--- src/hdl/pomo_pkg.sv ---
// Shared types, codes and reset constants for the pomodoro phase timer.
package pomo_pkg;

   // Command codes
   localparam logic [2:0] CMD_TICK   = 3'd0;
   localparam logic [2:0] CMD_TOGGLE = 3'd1;
   localparam logic [2:0] CMD_SKIP   = 3'd2;
   localparam logic [2:0] CMD_FINISH = 3'd3;
   localparam logic [2:0] CMD_PAUSE  = 3'd4;
   localparam logic [2:0] CMD_RESET  = 3'd5;

   // Phase codes
   localparam logic [1:0] PH_IDLE  = 2'd0;
   localparam logic [1:0] PH_WORK  = 2'd1;
   localparam logic [1:0] PH_SHORT = 2'd2;
   localparam logic [1:0] PH_LONG  = 2'd3;

   // Register indexes
   localparam logic [2:0] REG_WORK  = 3'd0;
   localparam logic [2:0] REG_SHORT = 3'd1;
   localparam logic [2:0] REG_LONG  = 3'd2;
   localparam logic [2:0] REG_BEEP  = 3'd3;
   localparam logic [2:0] REG_CYCLE = 3'd4;

   // Register reset values
   localparam logic [26:0] WORK_RST  = 27'd1500000;
   localparam logic [26:0] SHORT_RST = 27'd300000;
   localparam logic [26:0] LONG_RST  = 27'd900000;
   localparam logic [26:0] BEEP_RST  = 27'd3000;
   localparam logic [3:0]  CYCLE_RST = 4'd4;

   localparam logic [3:0]  CYC_MAX = 4'hF;
   localparam logic [15:0] TOT_MAX = 16'hFFFF;

   // One result item
   typedef struct packed {
      logic [1:0]  phase;
      logic        running;
      logic        beeping;
      logic [26:0] remaining_ms;
      logic [3:0]  done_in_cycle;
      logic [15:0] done_total;
      logic [31:0] alert_end_ms;
   } rsp_type;

endpackage

--- src/hdl/pomo_core.sv ---
// Timer state, configuration registers and single-pass command update.
module pomo_core (
   input  logic                 clock,
   input  logic                 reset,
   input  logic                 csr_wr_en,
   input  logic [2:0]           csr_index,
   input  logic [26:0]          csr_wdata,
   input  logic                 take,
   input  logic [2:0]           command,
   input  logic [31:0]          now,
   output pomo_pkg::rsp_type    result
);

   logic [26:0] work_ff, short_ff, long_ff, beep_ff;
   logic [3:0]  cyclen_ff;

   logic [1:0]  phase_ff, phase_in;
   logic        running_ff, running_in;
   logic        beeping_ff, beeping_in;
   logic [26:0] left_ff, left_in;
   logic [31:0] stamp_ff, stamp_in;
   logic [31:0] alert_ff, alert_in;
   logic [3:0]  cyc_ff, cyc_in;
   logic [15:0] tot_ff, tot_in;

   logic [31:0] elapsed;
   logic        expired;
   logic [3:0]  cyc_inc;
   logic [1:0]  brk_now, brk_inc;

   // Configuration registers
   always_ff @(posedge clock) begin
      if (reset) begin
         work_ff   <= pomo_pkg::WORK_RST;
         short_ff  <= pomo_pkg::SHORT_RST;
         long_ff   <= pomo_pkg::LONG_RST;
         beep_ff   <= pomo_pkg::BEEP_RST;
         cyclen_ff <= pomo_pkg::CYCLE_RST;
      end else if (csr_wr_en) begin
         case (csr_index)
            pomo_pkg::REG_WORK:  work_ff   <= csr_wdata;
            pomo_pkg::REG_SHORT: short_ff  <= csr_wdata;
            pomo_pkg::REG_LONG:  long_ff   <= csr_wdata;
            pomo_pkg::REG_BEEP:  beep_ff   <= csr_wdata;
            pomo_pkg::REG_CYCLE: cyclen_ff <= csr_wdata[3:0];
            default: ;
         endcase
      end
   end

   // Elapsed time and expiry compare
   assign elapsed = now - stamp_ff;
   assign expired = elapsed >= {5'd0, left_ff};
   assign cyc_inc = (cyc_ff != pomo_pkg::CYC_MAX) ? cyc_ff + 4'd1 : cyc_ff;
   // Break chosen after a work phase, with the count as it stands or bumped
   assign brk_now = (cyc_ff  >= cyclen_ff) ? pomo_pkg::PH_LONG : pomo_pkg::PH_SHORT;
   assign brk_inc = (cyc_inc >= cyclen_ff) ? pomo_pkg::PH_LONG : pomo_pkg::PH_SHORT;

   // Next state for the command in flight
   always_comb begin
      phase_in   = phase_ff;
      running_in = running_ff;
      beeping_in = beeping_ff;
      left_in    = left_ff;
      stamp_in   = stamp_ff;
      alert_in   = alert_ff;
      cyc_in     = cyc_ff;
      tot_in     = tot_ff;
      case (command)
         pomo_pkg::CMD_TICK: begin
            if (!beeping_ff) begin
               stamp_in = now;
               if (phase_ff != pomo_pkg::PH_IDLE && running_ff) begin
                  if (expired) begin
                     left_in    = '0;
                     running_in = 1'b0;
                     beeping_in = 1'b1;
                     alert_in   = now + {5'd0, beep_ff};
                  end else begin
                     left_in = left_ff - elapsed[26:0];
                  end
               end
            end
         end
         pomo_pkg::CMD_TOGGLE: begin
            if (!beeping_ff) begin
               if (phase_ff == pomo_pkg::PH_IDLE) begin
                  phase_in   = pomo_pkg::PH_WORK;
                  left_in    = work_ff;
                  running_in = 1'b1;
                  stamp_in   = now;
               end else begin
                  running_in = !running_ff;
                  if (!running_ff) stamp_in = now;
               end
            end
         end
         pomo_pkg::CMD_SKIP: begin
            beeping_in = 1'b0;
            alert_in   = '0;
            running_in = 1'b1;
            stamp_in   = now;
            if (phase_ff == pomo_pkg::PH_WORK) begin
               phase_in = brk_now;
               left_in  = (brk_now == pomo_pkg::PH_LONG) ? long_ff : short_ff;
            end else begin
               if (phase_ff == pomo_pkg::PH_LONG) cyc_in = '0;
               phase_in = pomo_pkg::PH_WORK;
               left_in  = work_ff;
            end
         end
         pomo_pkg::CMD_FINISH: begin
            if (beeping_ff) begin
               beeping_in = 1'b0;
               alert_in   = '0;
               if (phase_ff == pomo_pkg::PH_WORK) begin
                  cyc_in     = cyc_inc;
                  tot_in     = (tot_ff != pomo_pkg::TOT_MAX) ? tot_ff + 16'd1 : tot_ff;
                  phase_in   = brk_inc;
                  left_in    = (brk_inc == pomo_pkg::PH_LONG) ? long_ff : short_ff;
                  running_in = 1'b1;
                  stamp_in   = now;
               end else if (phase_ff != pomo_pkg::PH_IDLE) begin
                  if (phase_ff == pomo_pkg::PH_LONG) cyc_in = '0;
                  phase_in   = pomo_pkg::PH_WORK;
                  left_in    = work_ff;
                  running_in = 1'b1;
                  stamp_in   = now;
               end
            end
         end
         pomo_pkg::CMD_PAUSE: begin
            running_in = 1'b0;
            stamp_in   = '0;
         end
         pomo_pkg::CMD_RESET: begin
            phase_in   = pomo_pkg::PH_IDLE;
            running_in = 1'b0;
            beeping_in = 1'b0;
            left_in    = work_ff;
            cyc_in     = '0;
            tot_in     = '0;
            alert_in   = '0;
         end
         default: ;
      endcase
   end

   // Advance state on each input transfer
   always_ff @(posedge clock) begin
      if (reset) begin
         phase_ff   <= pomo_pkg::PH_IDLE;
         running_ff <= 1'b0;
         beeping_ff <= 1'b0;
         left_ff    <= pomo_pkg::WORK_RST;
         stamp_ff   <= '0;
         alert_ff   <= '0;
         cyc_ff     <= '0;
         tot_ff     <= '0;
      end else if (take) begin
         phase_ff   <= phase_in;
         running_ff <= running_in;
         beeping_ff <= beeping_in;
         left_ff    <= left_in;
         stamp_ff   <= stamp_in;
         alert_ff   <= alert_in;
         cyc_ff     <= cyc_in;
         tot_ff     <= tot_in;
      end
   end

   // Result is the state after the command
   always_comb begin
      result.phase         = phase_in;
      result.running       = running_in;
      result.beeping       = beeping_in;
      result.remaining_ms  = left_in;
      result.done_in_cycle = cyc_in;
      result.done_total    = tot_in;
      result.alert_end_ms  = beeping_in ? alert_in : 32'd0;
   end

`ifndef NO_ASSERTIONS
   // An alert always means the countdown has stopped at zero
   a_beep_stopped: assert property (@(posedge clock) disable iff (reset)
      beeping_ff |-> (!running_ff && left_ff == 27'd0))
      else $error("beeping while running or with time left");

   // A beeping timer is never idle
   a_beep_phase: assert property (@(posedge clock) disable iff (reset)
      beeping_ff |-> (phase_ff != pomo_pkg::PH_IDLE))
      else $error("beeping in idle phase");

   // Total count never drops except through the reset command
   a_total_mono: assert property (@(posedge clock) disable iff (reset)
      (take && command != pomo_pkg::CMD_RESET) |=> (tot_ff >= $past(tot_ff)))
      else $error("total count went down");
`endif

endmodule

--- src/hdl/pomo_skid.sv ---
// Two-entry result register: output stage plus skid stage.
module pomo_skid (
   input  logic                 clock,
   input  logic                 reset,
   input  logic                 push,
   input  pomo_pkg::rsp_type    push_data,
   output logic                 full,
   output logic                 out_valid,
   input  logic                 out_stall,
   output pomo_pkg::rsp_type    out_data
);

   logic              main_valid_ff, skid_valid_ff;
   pomo_pkg::rsp_type main_ff, skid_ff;
   logic              pop;

   assign pop       = main_valid_ff && !out_stall;
   assign full      = skid_valid_ff;
   assign out_valid = main_valid_ff;
   assign out_data  = main_ff;

   // Hold control state for both stages
   always_ff @(posedge clock) begin
      if (reset) begin
         main_valid_ff <= 1'b0;
         skid_valid_ff <= 1'b0;
      end else if (skid_valid_ff) begin
         if (pop) skid_valid_ff <= 1'b0;
      end else if (push) begin
         if (main_valid_ff && !pop) skid_valid_ff <= 1'b1;
         else main_valid_ff <= 1'b1;
      end else if (pop) begin
         main_valid_ff <= 1'b0;
      end
   end

   // Move payload: skid drains first, new transfer lands where there is room
   always_ff @(posedge clock) begin
      if (skid_valid_ff) begin
         if (pop) main_ff <= skid_ff;
      end else if (push) begin
         if (main_valid_ff && !pop) skid_ff <= push_data;
         else main_ff <= push_data;
      end
   end

endmodule

--- src/hdl/pomodoro_phase_timer.sv ---
// The result of an input transfer is registered in the output buffer and driven from there onto the rsp_ channel.
// Throughput: one command per cycle while req_stall is low; state updates in a single combinational pass.
// A two-entry output buffer keeps input flowing for one result while rsp_stall is high.
// Reset (synchronous, active high): idle phase, counts cleared, registers at defaults.
// No clearing pass; the block takes commands as soon as reset is released.
module pomodoro_phase_timer (
   input  logic        clock,
   input  logic        reset,
   input  logic        csr_wr_en,
   input  logic [2:0]  csr_index,
   input  logic [26:0] csr_wdata,
   input  logic        req_valid,
   output logic        req_stall,
   input  logic [2:0]  req_command,
   input  logic [31:0] req_now,
   output logic        rsp_valid,
   input  logic        rsp_stall,
   output logic [1:0]  rsp_phase,
   output logic        rsp_running,
   output logic        rsp_beeping,
   output logic [26:0] rsp_remaining_ms,
   output logic [3:0]  rsp_done_in_cycle,
   output logic [15:0] rsp_done_total,
   output logic [31:0] rsp_alert_end_ms
);

   logic              take;
   logic              full;
   pomo_pkg::rsp_type next_rsp, out_rsp;

   assign req_stall = full;
   assign take      = req_valid && !full;

   pomo_core u_core (
      .clock     (clock),
      .reset     (reset),
      .csr_wr_en (csr_wr_en),
      .csr_index (csr_index),
      .csr_wdata (csr_wdata),
      .take      (take),
      .command   (req_command),
      .now       (req_now),
      .result    (next_rsp)
   );

   pomo_skid u_skid (
      .clock     (clock),
      .reset     (reset),
      .push      (take),
      .push_data (next_rsp),
      .full      (full),
      .out_valid (rsp_valid),
      .out_stall (rsp_stall),
      .out_data  (out_rsp)
   );

   assign rsp_phase         = out_rsp.phase;
   assign rsp_running       = out_rsp.running;
   assign rsp_beeping       = out_rsp.beeping;
   assign rsp_remaining_ms  = out_rsp.remaining_ms;
   assign rsp_done_in_cycle = out_rsp.done_in_cycle;
   assign rsp_done_total    = out_rsp.done_total;
   assign rsp_alert_end_ms  = out_rsp.alert_end_ms;

endmodule
--- config.mk ---
export PLATFORM = sky130hd
export DESIGN_NAME = pomodoro_phase_timer
export DESIGN_NICKNAME = d
export VERILOG_FILES = /design/src/hdl/pomo_pkg.sv /design/src/hdl/pomo_core.sv /design/src/hdl/pomo_skid.sv /design/src/hdl/pomodoro_phase_timer.sv
export SDC_FILE = /design/constraint.sdc
export NUM_CORES = 1
export LEC_CHECK = 0
export BUFFER_PORTS_ARGS = -buffer_cell sky130_fd_sc_hd__buf_2
export CORE_UTILIZATION = 25
export DETAILED_ROUTE_END_ITERATION = 8
export SLEW_MARGIN = 40
export SYNTH_ARGS = -nofsm -noshare
export SYNTH_HDL_FRONTEND = slang
export SYNTH_HIERARCHICAL = 1
export SYNTH_SLANG_ARGS = --single-unit
--- constraint.sdc ---
create_clock -name clock -period 5.73 [get_ports clock]
set_clock_uncertainty 0.1 [all_clocks]
set_input_delay 0 -clock clock [delete_from_list [all_inputs] [get_ports clock]]
set_output_delay 0 -clock clock [all_outputs]
set_load 0.02 [all_outputs]
==> qor.csv <==
stage,metric,value,unit
outcome,outcome,"complete, no violations",
worst_setup_path,"critical path fanouts, max",6,
final_layout,area delta synth->final,19.8,%
sta,Tightest Pin Transition,799,ps
clock_tree,Clock Latency Late Sink,580,ps
worst_setup_path,Setup Crit Path Kind,reg -> reg,
synthesis,Synth cell types,75,
final_layout,most frequent cells in the layout,"nand2_1, a21oi_1, dfxtp_1",
synthesis,Seq cells post-synth,395,
drt,DRC,0,
worst_setup_path,critical path launch point,u_core/stamp_ff[0],
worst_hold_path,Hold Path Class,in -> reg,
sta,"Hold Vio Cnt, Final",0,
synthesis,Syn Area/Cell,9.07,um^2
clock_tree,Worst-path clk slew,70,ps
synthesis,Synth async-reset ratio,0,%
sta,final worst path period share,94.9,%
job,max_cap viols,0,
sta,Slew HR,46.6,%
global_route,vias in the first global route,18700,
clock_tree,TritonCTS clock tree,built,
final_layout,fraction of layout cells with a size suffix above 1,15.9,%
clock_tree,number of CTS-inserted buffers,41,
final_layout,"commonest non-fill, non-tap cell in the layout",nand2_1,
placement,placed cell areas,25300,um^2
floorplan,Die Ht,306,um
worst_setup_path,Critical Path AT,5770,ps
placement,RePlAce Congestion,0.935,
sta,fmax,184,MHz
drt,Antenna Nets Post-Route,0,
clock_tree,CTS Root Cell,clkbuf_16,
worst_setup_path,CP dominant cell by count,a21o_1,
power,LEAKAGE,0.0112,uW
placement,dpl cells,3793,
synthesis,Syn Inst Count,2545,
floorplan,CORE AREA,91500,um^2
sta,crit path time final,5440,ps
power,Pwr Density,285,nW/um^2
global_route,first-pass GRT wire length,117000,um
global_route,GRT Overall Usage,16.0,%
floorplan,num rows,111,
synthesis,syn nets,2739,
sta,setup TNS,0,ps
sta,max-slew violation count,0,
drt,1st-pass router iterations,8,
synthesis,YS warnings,6,
final_layout,fin nets,2922,
placement,port bufs,154,
worst_hold_path,Hold Startpoint,req_command[0],
synthesis,ys flop type,dfxtp_1,
synthesis,number of synthesized flops with an enable pin,166,
clock_tree,H-tree depth,2,
global_route,initial antenna violation count,12,
floorplan,# IOs,155,
worst_setup_path,Worst EP required,6060,ps
floorplan,chip width,306,um
final_layout,Finished Core Util,30.2,%
worst_setup_path,"slowest stage delay, CP",360,ps
placement,post-place setup slack,165,ps
worst_setup_path,Setup crit start kind,flop,
drt,number of vias per cell,5.01,
global_route,total global routing overflow,0,
worst_setup_path,CP endpoint kind,flop,
power,VDD IR max,0.172,mV
final_layout,post-route cell area,27600,um^2
synthesis,"Seq/Total Area, Yosys",41.5,%
floorplan,die area,93500,um^2
global_route,largest net degree at the start of global routing,92,
worst_setup_path,slowest stage cell on the critical path,fa_2,
clock_tree,Clock Sinks,395,
sta,Setup WS post-layout,292,ps
drt,Post-Route WL,76500,um
placement,dpl hpwl,55400,um
final_layout,Layout Cells excl Fill,3949,
clock_tree,Max Root-Sink Buffers,3,
synthesis,Netlist Area Pre-Place,23100,um^2
drt,WL/cell,19.4,um
drt,DR iter-0 viols,1650,
sta,final setup violation count,0,
worst_setup_path,reg2reg start,u_core/stamp_ff[0],
floorplan,starting density of the core,25.2,%
drt,vias,19800,
-- worst paths after layout --
path         slack, ps                  end  cells after the start
max                290  u_skid/out_data[59]                     27
min                110   u_core/phase_ff[0]                      4
max reg2reg        290  u_skid/out_data[59]                     27
min reg2reg        350  u_core/stamp_ff[25]                      2
-- cell usage after synthesis (all sizes together), types with 53 or more instances --
library cell | number | area share (%)
nand2 | 389 | 6.3
dfxtp | 229 | 20
nand3 | 93 | 2.0
o21ai | 131 | 2.8
a22o | 53 | 2.0
mux2 | 85 | 4.6
a21oi | 241 | 5.2
ha | 121 | 6.6
clkbuf | 121 | 2.0
a21o | 58 | 1.9
nor2 | 128 | 2.1
mux2i | 70 | 3.0
inv | 112 | 1.8
edfxtp | 166 | 22
-- critical path: cells and delay by family, from the launching register on --
| family | cells | cell delay, ps |
|---|---|---|
| compound gates | 12 | 2520 |
| xor+xnor | 1 | 90 |
| fa+ha+maj | 3 | 720 |
| buf+inv | 5 | 680 |
| flops | 1 | 340 |
| mux | 1 | 180 |
| simple gates | 5 | 660 |
-- final cells by class --
cell class,instances,area (um^2)
timing repair buffer,297,2110
clock buffer,53,1140
antenna,2,5.00
tap,1186,1480
clock inverter,23,312
fill,9544,63900
sequential,395,9580
inverter,113,424
multi-input combinational,1880,12600
-- what timing repair did --
| action | in CTS | in global routing |
|---|---|---|
| resized for setup | 0 | 38 |
| buffers inserted | 0 | 8 |
| endpoints found under the hold margin | 182 | 0 |
| hold buffers | 70 | 0 |
| endpoints found under the setup margin | 0 | 99 |
-- per-stage QoR --
| stage | hold WS, ps | total power, uW |
|---|---|---|
| floorplan | -30.9 | 4340 |
| global placement | 165 | 4900 |
| detailed placement | 172 | 4900 |
| CTS | 61.2 | 7910 |
| global route | 126 | 8210 |
| finish | 109 | 7880 |
-- registers in the layout, indices dropped and copies added, names as in the netlist, 2 cells and up --
signal,flops
u_core/alert_ff,32
u_core/beep_ff,27
u_core/cyc_ff,4
u_core/cyclen_ff,4
u_core/left_ff,27
u_core/long_ff,27
u_core/phase_ff,2
u_core/short_ff,27
u_core/stamp_ff,32
u_core/tot_ff,16
u_core/work_ff,27
u_skid/out_data,83
u_skid/skid_ff,83
-- layer usage --
layer | vias to the layer above | track usage, % | part of all wire, %
li1 | 9603 | - | -
met1 | 9479 | 21.5 | 45
met2 | 580 | 26.4 | 47
met3 | 113 | 1.95 | 5.4
met4 | 20 | 5.28 | 3.2
met5 | - | 0 | 0.16
-- where the power goes --
group	total, uW	internal [uW]	switching, uW
logic	1770	678	1100
clock network	2950	1740	1210
registers	3160	3070	94.7
total	7880	5490	2400
-- cells by family after synthesis --
logic type	after synthesis	synth area share, %
adder cells (fa/ha/maj)	124	6.82
multiplexers	155	7.62
AO/OA/AOI/OAI	763	21.9
buffers and inverters	270	4.68
AND/OR/NAND/NOR	762	14.7
XOR/XNOR	76	2.89
flip-flops	395	41.5
(Power assumes the default switching activity.)
